--- config.mk ---
export PLATFORM = sky130hd
export DESIGN_NAME = fat_tree_route_port_select_flat
export DESIGN_NICKNAME = d
export VERILOG_FILES = /design/src/design/ftps_pkg.sv /design/src/design/ftps_req_if.sv /design/src/design/ftps_rsp_if.sv /design/src/design/fat_tree_route_port_select.sv /design/src/flat_wrapper.sv
export VERILOG_INCLUDE_DIRS = /design/src /design/src/design
export SDC_FILE = /design/constraint.sdc
export NUM_CORES = 1
export LEC_CHECK = 0
export BUFFER_PORTS_ARGS = -buffer_cell sky130_fd_sc_hd__buf_2
export CAP_MARGIN = 15
export CORE_ASPECT_RATIO = 0.7
export CORE_MARGIN = 2
export CORE_UTILIZATION = 40
export CTS_CLUSTER_SIZE = 25
export DETAILED_ROUTE_END_ITERATION = 7
export PLACE_DENSITY = 0.76
export SETUP_SLACK_MARGIN = 0.15
export SYNTH_ARGS = -nofsm -noshare
export SYNTH_HDL_FRONTEND = slang
export SYNTH_SLANG_ARGS = --single-unit
export TNS_END_PERCENT = 1
--- constraint.sdc ---
create_clock -name clock -period 1.2 [get_ports clock]
set_input_delay 0.24 -clock clock [delete_from_list [all_inputs] [get_ports clock]]
set_output_delay 0.24 -clock clock [all_outputs]
set_load 0.02 [all_outputs]
--- src/design/assert_macros.svh ---
// Assertion macros included by the top level design file.
`ifndef ASSERT_MACROS_SVH
`define ASSERT_MACROS_SVH

// Consequent checked in the same cycle as the antecedent.
`define ASSERT_SAME(lbl, ante, cons, msg) \
   lbl: assert property (@(posedge clock) disable iff (reset) (ante) |-> (cons)) else $error(msg);

// Consequent checked in the cycle after the antecedent.
`define ASSERT_NEXT(lbl, ante, cons, msg) \
   lbl: assert property (@(posedge clock) disable iff (reset) (ante) |=> (cons)) else $error(msg);

`endif

--- src/design/ftps_pkg.sv ---
// Shared widths and register codes for the fat tree port select block.
`default_nettype none

package ftps_pkg;

   localparam int ID_W       = 6;   // switch id and processor id width
   localparam int PORT_W     = 3;   // output port width
   localparam int CSR_ADDR_W = 3;
   localparam int CSR_DATA_W = 32;

   // register word index, taken from paddr[2]
   localparam logic CSR_IDX_SWITCH_ID = 1'b0;

endpackage

`default_nettype wire

--- src/design/ftps_req_if.sv ---
// Request channel: destination processor id with valid/ready.
`default_nettype none

interface ftps_req_if;
   logic                        valid;
   logic                        ready;
   logic [ftps_pkg::ID_W-1:0]   dst_proc_id;

   modport source (output valid, output dst_proc_id, input ready);
   modport sink   (input valid, input dst_proc_id, output ready);
endinterface

`default_nettype wire

--- src/design/ftps_rsp_if.sv ---
// Response channel: selected output port and direction with valid/ready.
`default_nettype none

interface ftps_rsp_if;
   logic                        valid;
   logic                        ready;
   logic [ftps_pkg::PORT_W-1:0] out_port;
   logic                        going_up;

   modport source (output valid, output out_port, output going_up, input ready);
   modport sink   (input valid, input out_port, input going_up, output ready);
endinterface

`default_nettype wire

--- src/design/fat_tree_route_port_select.sv ---
// Top level: fat tree switch output port selection, three-stage pipeline.
`default_nettype none
`include "assert_macros.svh"

// Picks the output port of one fat tree switch for each destination processor id.
// The switch id is written over the APB port (register 0, byte address 0, 6 bits,
// reset 0); its level, base-(PORTS/2) digits and compare mask are decoded from the
// write data and held in registers, so the datapath never divides. Each request
// transaction gives exactly one response transaction. The stages are digit
// lookup, digit compare and port select, and ancestor reduce and port add. A new
// transaction can enter every cycle while a stage is free or the response is taken;
// the throughput is then one per cycle. Each stage holds its item while the stage
// after it is full and cannot pass its item on, so a stalled response only backs up
// the pipeline once all three stages hold work, and empty stages fill in behind it.
// Write the switch id only while no transaction is in flight.
module fat_tree_route_port_select #(
   parameter int PORTS        = 8,
   parameter int LEVELS       = 3,
   parameter int SW_PER_LEVEL = 16
) (
   input  wire logic                              clock,
   input  wire logic                              reset,
   ftps_req_if.sink                               req_ch,
   ftps_rsp_if.source                             rsp_ch,
   input  wire logic                              psel,
   input  wire logic                              penable,
   input  wire logic                              pwrite,
   input  wire logic [ftps_pkg::CSR_ADDR_W-1:0]   paddr,
   input  wire logic [ftps_pkg::CSR_DATA_W-1:0]   pwdata,
   output logic      [ftps_pkg::CSR_DATA_W-1:0]   prdata,
   output logic                                   pready
);

   localparam int ID_W     = ftps_pkg::ID_W;
   localparam int PORT_W   = ftps_pkg::PORT_W;
   localparam int ID_RANGE = 2 ** ID_W;
   localparam int HALF     = PORTS / 2;
   localparam int NCMP     = LEVELS - 1;        // digit compares per item
   localparam int LVL_W    = $clog2(LEVELS);

   // ---------------------------------------------------------------------
   // Constant decode tables, built at elaboration over every 6-bit id.
   // ---------------------------------------------------------------------
   logic [ID_W-1:0]  dst_dig_tab [ID_RANGE][LEVELS];
   logic [ID_W-1:0]  sw_dig_tab  [ID_RANGE][NCMP];
   logic [NCMP-1:0]  mask_tab    [ID_RANGE];
   logic [LVL_W-1:0] lvl_tab     [ID_RANGE];

   for (genvar v = 0; v < ID_RANGE; v++) begin : g_tab
      localparam int LRAW = v / SW_PER_LEVEL;
      localparam int LV   = (LRAW > LEVELS - 1) ? LEVELS - 1 : LRAW;
      // below the top level digits come from the offset within the level
      localparam int OFS  = (LV < LEVELS - 1) ? v - LV * SW_PER_LEVEL : v;

      assign lvl_tab[v] = LVL_W'(LV);

      for (genvar i = 0; i < LEVELS; i++) begin : g_dst
         localparam int P = HALF ** i;
         // most significant digit keeps the whole quotient
         localparam int D = (i < LEVELS - 1) ? (v / P) % HALF : v / P;
         assign dst_dig_tab[v][i] = ID_W'(D);
      end

      for (genvar i = 0; i < NCMP; i++) begin : g_sw
         localparam int P = HALF ** i;
         // non-top switches keep the remaining quotient in their last digit
         localparam int D = (LV < LEVELS - 1 && i == LEVELS - 2) ? OFS / P
                                                                 : (OFS / P) % HALF;
         assign sw_dig_tab[v][i] = ID_W'(D);
         assign mask_tab[v][i]   = (i >= LV);
      end
   end

   // ---------------------------------------------------------------------
   // APB register: switch id plus its decoded form
   // ---------------------------------------------------------------------
   logic            csr_wr;
   logic [ID_W-1:0] wr_id;
   logic [ID_W-1:0] switch_id_ff;
   logic [ID_W-1:0] switch_id_in;
   logic [LVL_W-1:0] sw_lvl_ff, sw_lvl_in;
   logic [NCMP-1:0]  sw_mask_ff, sw_mask_in;
   logic [ID_W-1:0]  sw_dig_ff [NCMP];
   logic [ID_W-1:0]  sw_dig_in [NCMP];

   assign pready = 1'b1;
   assign csr_wr = psel && penable && pwrite && (paddr[2] == ftps_pkg::CSR_IDX_SWITCH_ID);
   assign wr_id  = pwdata[ID_W-1:0];

   always_comb begin
      switch_id_in = switch_id_ff;
      sw_lvl_in    = sw_lvl_ff;
      sw_mask_in   = sw_mask_ff;
      sw_dig_in    = sw_dig_ff;
      if (reset) begin
         switch_id_in = '0;
         sw_lvl_in    = lvl_tab[0];
         sw_mask_in   = mask_tab[0];
         sw_dig_in    = sw_dig_tab[0];
      end else if (csr_wr) begin
         switch_id_in = wr_id;
         sw_lvl_in    = lvl_tab[wr_id];
         sw_mask_in   = mask_tab[wr_id];
         sw_dig_in    = sw_dig_tab[wr_id];
      end
   end

   always_ff @(posedge clock) begin
      switch_id_ff <= switch_id_in;
      sw_lvl_ff    <= sw_lvl_in;
      sw_mask_ff   <= sw_mask_in;
      sw_dig_ff    <= sw_dig_in;
   end

   always_comb begin
      prdata = '0;
      if (paddr[2] == ftps_pkg::CSR_IDX_SWITCH_ID) begin
         prdata = ftps_pkg::CSR_DATA_W'(switch_id_ff);
      end
   end

   // ---------------------------------------------------------------------
   // Pipeline flow control: a stage loads when it is empty or drains
   // ---------------------------------------------------------------------
   logic va_ff, vb_ff, vc_ff;
   logic va_in, vb_in, vc_in;
   logic en_a, en_b, en_c;

   assign en_c         = !vc_ff || rsp_ch.ready;
   assign en_b         = !vb_ff || en_c;
   assign en_a         = !va_ff || en_b;
   assign req_ch.ready = en_a;

   always_comb begin
      va_in = va_ff;
      vb_in = vb_ff;
      vc_in = vc_ff;
      if (reset) begin
         va_in = 1'b0;
         vb_in = 1'b0;
         vc_in = 1'b0;
      end else begin
         if (en_a) va_in = req_ch.valid;
         if (en_b) vb_in = va_ff;
         if (en_c) vc_in = vb_ff;
      end
   end

   always_ff @(posedge clock) begin
      va_ff <= va_in;
      vb_ff <= vb_in;
      vc_ff <= vc_in;
   end

   // ---------------------------------------------------------------------
   // Stage A: split destination id into digits
   // ---------------------------------------------------------------------
   logic [ID_W-1:0] dig_ff [LEVELS];
   logic [ID_W-1:0] dig_in [LEVELS];

   always_comb begin
      dig_in = dig_ff;
      if (en_a && req_ch.valid) begin
         dig_in = dst_dig_tab[req_ch.dst_proc_id];
      end
   end

   always_ff @(posedge clock) begin
      dig_ff <= dig_in;
   end

   // ---------------------------------------------------------------------
   // Stage B: compare switch digits against higher destination digits,
   // pick the digit at the switch level
   // ---------------------------------------------------------------------
   logic [NCMP-1:0]   ok_ff, ok_in;
   logic [PORT_W-1:0] dsel_ff, dsel_in;
   logic [NCMP-1:0]   ok_now;

   always_comb begin
      for (int i = 0; i < NCMP; i++) begin
         // compares below the switch level do not count
         ok_now[i] = (sw_dig_ff[i] == dig_ff[i + 1]) || !sw_mask_ff[i];
      end
   end

   always_comb begin
      ok_in   = ok_ff;
      dsel_in = dsel_ff;
      if (en_b && va_ff) begin
         ok_in   = ok_now;
         dsel_in = dig_ff[sw_lvl_ff][PORT_W-1:0];
      end
   end

   always_ff @(posedge clock) begin
      ok_ff   <= ok_in;
      dsel_ff <= dsel_in;
   end

   // ---------------------------------------------------------------------
   // Stage C: ancestor test and port; non-ancestors go up by HALF
   // ---------------------------------------------------------------------
   logic [PORT_W-1:0] out_port_ff, out_port_in;
   logic              going_up_ff, going_up_in;
   logic              anc;

   assign anc = &ok_ff;

   always_comb begin
      out_port_in = out_port_ff;
      going_up_in = going_up_ff;
      if (en_c && vb_ff) begin
         out_port_in = anc ? dsel_ff : dsel_ff + PORT_W'(HALF);
         going_up_in = !anc;
      end
   end

   always_ff @(posedge clock) begin
      out_port_ff <= out_port_in;
      going_up_ff <= going_up_in;
   end

   assign rsp_ch.valid    = vc_ff;
   assign rsp_ch.out_port = out_port_ff;
   assign rsp_ch.going_up = going_up_ff;

   // ---------------------------------------------------------------------
   // Assertions
   // ---------------------------------------------------------------------
   `ASSERT_SAME(a_ready_full, !req_ch.ready, va_ff && vb_ff && vc_ff && !rsp_ch.ready, "request stalled with a free stage")
   `ASSERT_NEXT(a_hold_b, vb_ff && vc_ff && !rsp_ch.ready, vb_ff && $stable(dsel_ff) && $stable(ok_ff), "stage B lost or changed a stalled transaction")
   `ASSERT_NEXT(a_b_to_c, vb_ff && en_c, vc_ff, "transaction dropped between stage B and output")
   `ASSERT_SAME(a_top_down, sw_lvl_ff == LVL_W'(LEVELS - 1), sw_mask_ff == '0, "top level switch has active digit compares")

endmodule

`default_nettype wire

--- src/flat_wrapper.sv ---
// flat-port wrapper written by rule: the top's interface ports become plain ports
module fat_tree_route_port_select_flat 
#(
   parameter int PORTS        = 8,
   parameter int LEVELS       = 3,
   parameter int SW_PER_LEVEL = 16
)
  (clock, reset, psel, penable, pwrite, paddr, pwdata, prdata, pready, req_ch_valid, req_ch_dst_proc_id, req_ch_ready, rsp_ch_valid, rsp_ch_out_port, rsp_ch_going_up, rsp_ch_ready);
  ftps_req_if req_ch_i ();
  ftps_rsp_if rsp_ch_i ();
  input  wire logic clock;
  input  wire logic reset;
  input  wire logic psel;
  input  wire logic penable;
  input  wire logic pwrite;
  input  wire logic [ftps_pkg::CSR_ADDR_W-1:0] paddr;
  input  wire logic [ftps_pkg::CSR_DATA_W-1:0] pwdata;
  output logic      [ftps_pkg::CSR_DATA_W-1:0] prdata;
  output logic pready;
  input wire logic [$bits(req_ch_i.valid)-1:0] req_ch_valid;
  input wire logic [$bits(req_ch_i.dst_proc_id)-1:0] req_ch_dst_proc_id;
  output wire logic [$bits(req_ch_i.ready)-1:0] req_ch_ready;
  output wire logic [$bits(rsp_ch_i.valid)-1:0] rsp_ch_valid;
  output wire logic [$bits(rsp_ch_i.out_port)-1:0] rsp_ch_out_port;
  output wire logic [$bits(rsp_ch_i.going_up)-1:0] rsp_ch_going_up;
  input wire logic [$bits(rsp_ch_i.ready)-1:0] rsp_ch_ready;
  assign req_ch_i.valid = req_ch_valid;
  assign req_ch_i.dst_proc_id = req_ch_dst_proc_id;
  assign req_ch_ready = req_ch_i.ready;
  assign rsp_ch_valid = rsp_ch_i.valid;
  assign rsp_ch_out_port = rsp_ch_i.out_port;
  assign rsp_ch_going_up = rsp_ch_i.going_up;
  assign rsp_ch_i.ready = rsp_ch_ready;
  fat_tree_route_port_select #(.PORTS(PORTS), .LEVELS(LEVELS), .SW_PER_LEVEL(SW_PER_LEVEL)) u_core (.clock(clock), .reset(reset), .req_ch(req_ch_i), .rsp_ch(rsp_ch_i), .psel(psel), .penable(penable), .pwrite(pwrite), .paddr(paddr), .pwdata(pwdata), .prdata(prdata), .pready(pready));
endmodule
==> results.toml, run 1 <==
[detailed_routing]
drt-pass1-iter-count = 2
wirelength_um = 2144
wl_per_cell_um = 11.23
vias = 799
drt_first_iter_violations = 11
drtAntennaViolNets = 0
viasPerCell = 4.183
drc = 0

[cells_and_area]
nFillCells = 298
drive_above_1_share = 0.3922
nNetsFinal = 202
mostFrequentLayoutCells = "27 x conb_1, 26 x buf_2, 13 x edfxtp_1"
final_area_um2 = 1528
final_common_cell = "conb_1"
antenna_cells = 0
syn2layout_area_growth_pct = 17.52

[die]
fp.dieW_um = 72.14
ios = 87
die_y_um = 51.70
rows = 17
die_area_um2 = 3729
start_util = 0.4158
core-area_um2 = 3127

[timing]
fmax_ghz = 0.8711
fin_crit_ns = 1.148
fin_setup_tns_ns = 0
rsz0062_at_grt = "yes"
hold_viol_final = 0
slew_viol_final = 0
setup_violations = 0
clock_skew_ns = 0.0005903
finalCritPeriodShare = 0.9566

[worst_setup_path]
startpoint_type = "flop"
slowest_delay_ns = 0.33
endpoint_kind = "primary output"
crit_type = "flop to primary output"
path_cells = "and2b_2 -> buf_6"
slowest_stage = "dfxtp_2"
cpLargestDelayFamily = "flip-flops"
critPathMaxFanout = 2
cp.required_ns = 0.96
path_buf_inv = 1
arrival_ns = 0.91

[min_path]
hp-class = "primary input to flop"

[logic_synthesis]
yosysTopAreaCell = "edfxtp_1"
avgSynthCellArea_um2 = 11.30
ys_warn_count = 0
yosys_register_bits = 25
synthDistinctLibCells = 24
synth_edf_count = 13
synthesis.area_um2 = 1300
synthFlopType = "edfxtp_1"
ys_seq_area_frac = 0.4851
synth_top_cell_area_share = 0.3003
synth_area_leaders = "edfxtp_1 30%, dfxtp_1 18%, buf_4 16%"
ys_async_sr_fraction = 0
syn_inst = 115

[placed_design]
io_buffers = 31
place_area_um2 = 1399
dp_hpwl_um = 1692
gp_congestion = 0.6655

[clocking]
root_buffer = "clkbuf_8"
clk_path_buf_depth = 2
clk_latency_ns = 0.26
cts_tree = "done"
hold_buffers = 0
cts_sinks = 25
cts_buffers = 3
path_clk_slew_ns = 0.08
h-tree-depth = 1

[pwr]
leakage_nw = 0.6949
cellPowerDensity_nw_per_um2 = 1074
peakVddDrop_mv = 0.7313

[global_routing]
antenna_found_initial = 0
grt_pass1_wl_um = 3277
grt_pass1_vias = 740
overflow = 0
grt_max_degree = 21
grt.total_usage = 0.1165

[outcome]
status = "finished, final reports clean"

[job]
maxCapViolCount = 0
cells in the mapped netlist, drive strengths merged, types with 2 or more instances:
library cell   n
conb           2
dfxtp         12
a21oi          3
nand2b        11
o2bb2ai        2
nor2           2
edfxtp        13
nand4b         2
xor2           4
inv            2
buf           31
mux2i         10
and2b          6
o21ba          2
o21ai          2
nor2b          5
cell type report:
cell class,count,area [um2],area share
repair buffers,40,259.0,0.1695
flip-flops and latches,25,641.9,0.4201
well taps,38,47.55,0.03112
multi-input cells,82,526.8,0.3448
clock buffers,4,45.04,0.02948
inverters,2,7.507,0.004914
metal layers:
metal | global-route usage | wire, um | vias to the layer above
li1 | - | - | 406
met1 | 0.1172 | 821 | 365
met4 | 0.009434 | 0 | 0
met5 | 0 | 0 | -
met2 | 0.2401 | 1194 | 28
met3 | 0.03876 | 129 | 0
worst register-to-register path, delay by kind of cell, from the launching register on:
kind | cells | cell delay, ns
AO/OA/AOI/OAI | 1 | 0.15
buffers and inverters | 1 | 0.15
flip-flops | 1 | 0.36
AND/OR/NAND/NOR | 1 | 0.15
state kept, by name (all words and copies together) (netlist names):
signal / cells
u_core.va_ff: 1
u_core.ok_ff: 2
u_core.rsp_ch.valid: 1
u_core.sw_lvl_ff: 1
u_core.sw_mask_ff: 2
u_core.switch_id_ff: 6
u_core.vb_ff: 1
u_core.dsel_ff: 2
u_core.dig_ff: 6
u_core.rsp_ch.out_port: 3
metrics by stage:
step | util | hold slack (ns) | std cells | total power, mW | setup WS, ns
CTS | 0.4886 | 0.1479 | 191 | 1.657 | 0.04124
global route | 0.4886 | 0.1455 | 191 | 1.712 | 0.01445
floorplan | - | 0.3389 | 140 | 1.187 | 0.02710
detailed placement | 0.4474 | 0.4102 | 180 | 1.183 | 0.08746
global placement | 0.4474 | 0.4069 | 180 | 1.172 | 0.1469
finish | 0.4886 | 0.1523 | 191 | 1.640 | 0.05206
final timing paths:
check / depth (start not counted) / end / start / slack [ns]
max: 2 / prdata[0] / u_core.switch_id_ff[0] / 0.05
min: 1 / u_core.dig_ff[12] / req_ch_dst_proc_id[0] / 0.15
max reg2reg: 3 / u_core.dsel_ff[1] / u_core.rsp_ch.valid / 0.11
min reg2reg: 0 / u_core.rsp_ch.out_port[1] / u_core.dsel_ff[1] / 0.43
cell families (layout without fill, tap and decap cells):
group,Yosys count,after routing,synth area share
compound gates,9,9,0.04812
xor+xnor,4,4,0.02695
buf+inv,33,46,0.1838
flops,25,25,0.4851
mux,11,11,0.08566
other cells,2,27,0.005777
simple gates,31,31,0.1646
power by group:
group	total [mW]	switching, mW	internal [mW]	leakage, nW
clock network	0.466	0.230	0.237	0.0228
logic	0.225	0.146	0.0793	0.447
registers	0.949	0.0143	0.934	0.225
timing repair:
action,4_1_cts,5_1_grt
endpoints found under the setup margin,16,25
gates resized for setup,14,0
pin swaps,1,1
buffers inserted,7,0
Note: power is estimated with default switching activity, not from simulation.
==> inputs of run 2 (changes only) <==
Clock period 1.2 ns to 1.45 ns, I/O delays scaled along.
==> run 2 against run 1 <==
First-iteration DRC count shrank 36%; largest cell class unchanged; design area shrank 4.8%; worst hold slack gained 0.042 ns; clock skew grew 0.0045 ns; via count grew 1.5%; final cell count shrank 2.6%.
==> results.toml, run 2 (same netlist as run 1, synthesis figures left out) <==
[cells_and_area]
nNetsFinal = 197
nFillCells = 295
multi_input_area_um2 = 526.8
final_common_cell = "buf_2"
final-seq-area_um2 = 634.4
drive_above_1_share = 0.3514
mostFrequentLayoutCells = "30 x buf_2, 27 x conb_1, 13 x edfxtp_1"
syn2layout_area_growth_pct = 11.84
antenna_cells = 0

[pwr]
cellPowerDensity_nw_per_um2 = 935.3
leakage_nw = 0.6642
peakVddDrop_mv = 0.5092

[worst_setup_path]
startpoint_type = "flop"
cpLargestDelayFamily = "flip-flops"
slowest_delay_ns = 0.34
arrival_ns = 0.98
path_buf_inv = 1
path_cells = "nand4b_1 -> buf_6"
critPathMaxFanout = 3
crit_type = "flop to primary output"
endpoint_kind = "primary output"
cp.required_ns = 1.16
slowest_stage = "dfxtp_2"

[placed_design]
gp_congestion = 0.6863
io_buffers = 31
dp_hpwl_um = 1575

[job]
maxCapViolCount = 0

[detailed_routing]
drt_first_iter_violations = 7
drc = 0
wirelength_um = 1989
wl_per_cell_um = 10.69
drt-pass1-iter-count = 4
viasPerCell = 4.360
vias = 811
drtAntennaViolNets = 0

[timing]
setup_violations = 0
clock_skew_ns = 0.005052
slew_viol_final = 0
fin_setup_tns_ns = 0
finalCritPeriodShare = 0.8763
fin_crit_ns = 1.271
fmax_ghz = 0.7870
hold_viol_final = 0
rsz0062_at_grt = "yes"
fin_hold_ws_ns = 0.1945

[die]
die_y_um = 51.70
start_util = 0.4158
core-area_um2 = 3127
ios = 87
die_area_um2 = 3729
fp.dieW_um = 72.14
rows = 17

[clocking]
clk_latency_ns = 0.27
h-tree-depth = 1
clk_path_buf_depth = 2
root_buffer = "clkbuf_8"
path_clk_slew_ns = 0.08
hold_buffers = 0
cts_sinks = 25
cts_tree = "done"
cts_buffers = 3

[global_routing]
grt.total_usage = 0.1144
grt_pass1_wl_um = 3270
grt_pass1_vias = 744
use_met1 = 0.1296
grt.met3_usage = 0.04070
grt.met2_usage = 0.2018
antenna_found_initial = 0
overflow = 0
grt_busiest_layer = "met2"
grt_max_degree = 21

[outcome]
status = "finished, final reports clean"

[min_path]
hp-class = "primary input to flop"
==> run 2: cell count changes in the layout (fill, tap and decap cells not counted) <==
| cell | before | now |
|---|---|---|
| buf_4 | 10 | 4 |
| buf_2 | 26 | 30 |
| dfxtp_1 | 5 | 9 |
| dfxtp_2 | 6 | 3 |
| buf_6 | 3 | 1 |
| buf_12 | 1 | 0 |
| clkbuf_1 | 1 | 0 |
| clkinv_2 | 0 | 1 |
| dfxtp_4 | 1 | 0 |
==> run 2: area by class of cell <==
type,instances,share of cell area
clock buffers,3,0.02840
repair buffers,35,0.1317
inverters,2,0.005164
clock inverters,1,0.003442
flip-flops and latches,25,0.4363
multi-input cells,82,0.3623
well taps,38,0.03270
==> run 2: power by group <==
| part | internal (mW) | switching, mW | leakage, nW |
|---|---|---|---|
| Clock | 0.192 | 0.207 | 0.0255 |
| Combinational | 0.0575 | 0.115 | 0.416 |
| Sequential | 0.774 | 0.0138 | 0.222 |
| Total | 1.02 | 0.336 | 0.664 |
==> run 2: path summary, 6_finish.rpt <==
| check | startpoint | to | slack [ns] | cells past startpoint |
|---|---|---|---|---|
| worst max-delay path | u_core.rsp_ch.valid | req_ch_ready | 0.18 | 2 |
| worst min-delay path | req_ch_dst_proc_id[1] | u_core.dig_ff[13] | 0.19 | 1 |
| worst max register to register | u_core.rsp_ch.valid | u_core.ok_ff[1] | 0.29 | 2 |
| worst min register to register | u_core.dsel_ff[1] | u_core.rsp_ch.out_port[1] | 0.44 | 0 |
==> run 2: metrics by stage <==
| stage | total power [mW] | util | worst slack (ns) | area (um2) | instances |
|---|---|---|---|---|---|
| 2_1_floorplan | 0.9832 | - | 0.1694 | 1396 | 140 |
| 3_3_place_gp | 0.9663 | 0.4374 | 0.1883 | 1368 | 178 |
| 3_5_place_dp | 0.9726 | 0.4374 | 0.1474 | 1368 | 178 |
| 4_1_cts | 1.376 | 0.4562 | 0.1536 | 1426 | 183 |
| 5_1_grt | 1.428 | 0.4650 | 0.1364 | 1454 | 186 |
| 6_report | 1.360 | 0.4650 | 0.1794 | 1454 | 186 |
==> run 2: routing by layer <==
metal  wire [um]  vias up
met5           0        -
li1            -      396
met2         966       39
met1         835      374
met3         166        2
met4          21        0
==> run 2: timing repair <==
item,in CTS,in global routing
pin swaps,1,1
endpoints found under the setup margin,1,3
gates resized for setup,3,2
buffers inserted,1,3
hold endpoints to repair,0,0
==> inputs of run 3 (changes only) <==
Settings changed: ABC_AREA set to 1, PLACE_DENSITY 0.76 to 0.77.
==> run 3 against run 2 <==
First-iteration DRC count rose to 7.6 times the previous value; die area shrank 2.7%; register-to-register slack gained 0.06 ns; clock power decreased by 1%; power grew 0.37%.
==> results.toml, run 3 <==
[outcome]
status = "finished, final reports clean"

[pwr]
leakage_nw = 0.6802
cellPowerDensity_nw_per_um2 = 976.6
peakVddDrop_mv = 0.5713
p_total_mw = 1.365

[cells_and_area]
antenna_cells = 0
nNetsFinal = 220
mostFrequentLayoutCells = "30 x buf_2, 27 x conb_1, 17 x nor2_1"
syn2layout_area_growth_pct = 10.70
final_area_um2 = 1398
drive_above_1_share = 0.2573
final_common_cell = "buf_2"

[worst_setup_path]
slowest_delay_ns = 0.37
cp.required_ns = 1.16
endpoint_kind = "primary output"
crit_type = "flop to primary output"
critPathMaxFanout = 5
startpoint_type = "flop"
rrSetupSlack_ns = 0.35
slowest_stage = "dfxtp_2"
path_buf_inv = 1
cpLargestDelayFamily = "flip-flops"
path_cells = "nand4_1 -> buf_2"
r2r_start = "u_core.rsp_ch.valid"
critical_path.startpoint = "u_core.rsp_ch.valid"
arrival_ns = 0.96

[timing]
fin_setup_tns_ns = 0
hold_viol_final = 0
fmax_ghz = 0.7980
setup_violations = 0
clock_skew_ns = 0.002214
finalCritPeriodShare = 0.8642
slew_viol_final = 0
fin_hold_ws_ns = 0.1942
setup_ws_ns = 0.1969
fin_crit_ns = 1.253
rsz0062_at_grt = "yes"

[placed_design]
gp_congestion = 0.8042
dp_hpwl_um = 1616
place_area_um2 = 1338
pre_cts_ws_ns = 0.3349
io_buffers = 31

[logic_synthesis]
synth_area_leaders = "edfxtp_1 31%, dfxtp_1 19%, buf_4 17%"
synthesis.area_um2 = 1262
ys_seq_area_frac = 0.4995
ys_async_sr_fraction = 0
muxShareOfSynthArea = 0
yosys_register_bits = 25
avgSynthCellArea_um2 = 9.082
synthTopCellsByCount = "28 x buf_4, 17 x nor2_1, 15 x inv_1, 15 x nand2_1, 13 x edfxtp_1"
ys_warn_count = 0
synth_top_cell_area_share = 0.3092
synthDistinctLibCells = 18
synth_compound_area_frac = 0.05154
synthFlopType = "edfxtp_1"
synthSimpleGateAreaFrac = 0.1853
synth_top_family_by_area = "buffers and inverters"
syn_inst = 139
yosysTopAreaCell = "edfxtp_1"
yosysMostFrequentCell = "buf_4"
synth_xor_area_frac = 0.02775
synth_edf_count = 13
synth_fa_ha_area_frac = 0

[min_path]
min_from = "req_ch_dst_proc_id[5]"
hp-class = "primary input to flop"

[detailed_routing]
drt-pass1-iter-count = 4
drc = 0
viasPerCell = 4.072
drtAntennaViolNets = 0
vias = 851
wirelength_um = 1969
wl_per_cell_um = 9.421
drt_first_iter_violations = 53

[clocking]
hold_buffers = 0
cts_buffers = 3
root_buffer = "clkbuf_8"
clk_path_buf_depth = 2
cts_sinks = 25
cts_tree = "done"
h-tree-depth = 1
clk_latency_ns = 0.26
path_clk_slew_ns = 0.08

[die]
start_util = 0.4093
core-area_um2 = 3084
ios = 87
fp.dieW_um = 71.15
die_y_um = 51.01
die_area_um2 = 3629
rows = 17

[global_routing]
antenna_found_initial = 0
grt_pass1_vias = 747
grt_pass1_wl_um = 3353
grt_max_degree = 15
overflow = 0
grt.total_usage = 0.1208

[job]
maxCapViolCount = 0
run 3: cell count changes after synthesis, sizes merged, moves of 3 or more:
cell    delta
nand2b    -11
and2b      -6
o21ai      +4
nand2     +15
nand3      +8
mux2i     -10
inv       +15
nand3b     +3
a21oi      +4
nor2      +16
nor2b      -5
run 3: metrics by stage:
stage	instances	utilization
global placement	204	0.4337
floorplan	164	-
CTS	208	0.4491
finish	209	0.4531
global route	209	0.4531
detailed placement	204	0.4337
run 3: where the power goes:
group	leakage (nW)	total, mW	switching, mW	internal [mW]
Sequential	0.223	0.793	0.0165	0.776
Clock	0.0255	0.395	0.203	0.192
Combinational	0.432	0.177	0.129	0.0472
Total	0.680	1.36	0.349	1.02
run 3: final timing paths:
check,to,cells after the start
worst max-delay path,req_ch_ready,2
worst min-delay path,u_core.dig_ff[1],1
worst max register to register,u_core.dig_ff[1],4
worst min register to register,u_core.rsp_ch.out_port[1],0
run 3: cell type report:
type,instances,area (um2)
clock buffer,3,41.29
multi-input combinational,92,435.4
sequential,25,634.4
timing repair buffer,32,165.2
fill,315,1687
tap,38,47.55
inverter,18,68.82
clock inverter,1,5.005
run 3: worst reg2reg max path, stage by stage, from the launching register on:
cell and delay (ns):
dfxtp_2 0.35, nand4_1 0.13, buf_4 0.13, nand2_1 0.04
inv_1 0.16
run 3: logic make-up after synthesis:
family,Yosys count
compound gates,13
buf+inv,47
flops,25
other cells,2
xor+xnor,4
simple gates,48
run 3: per-layer routing:
layer	track usage	routed length, um	vias to the layer above
met5	0	0	-
met4	0.01887	11	0
met3	0.04536	158	3
met2	0.1975	891	37
met1	0.1561	907	359
li1	-	-	452
run 3: timing repair:
action	CTS	global route
buffers inserted	0	1
pin swaps	0	1
resized for setup	1	3
setup endpoints to repair	1	4
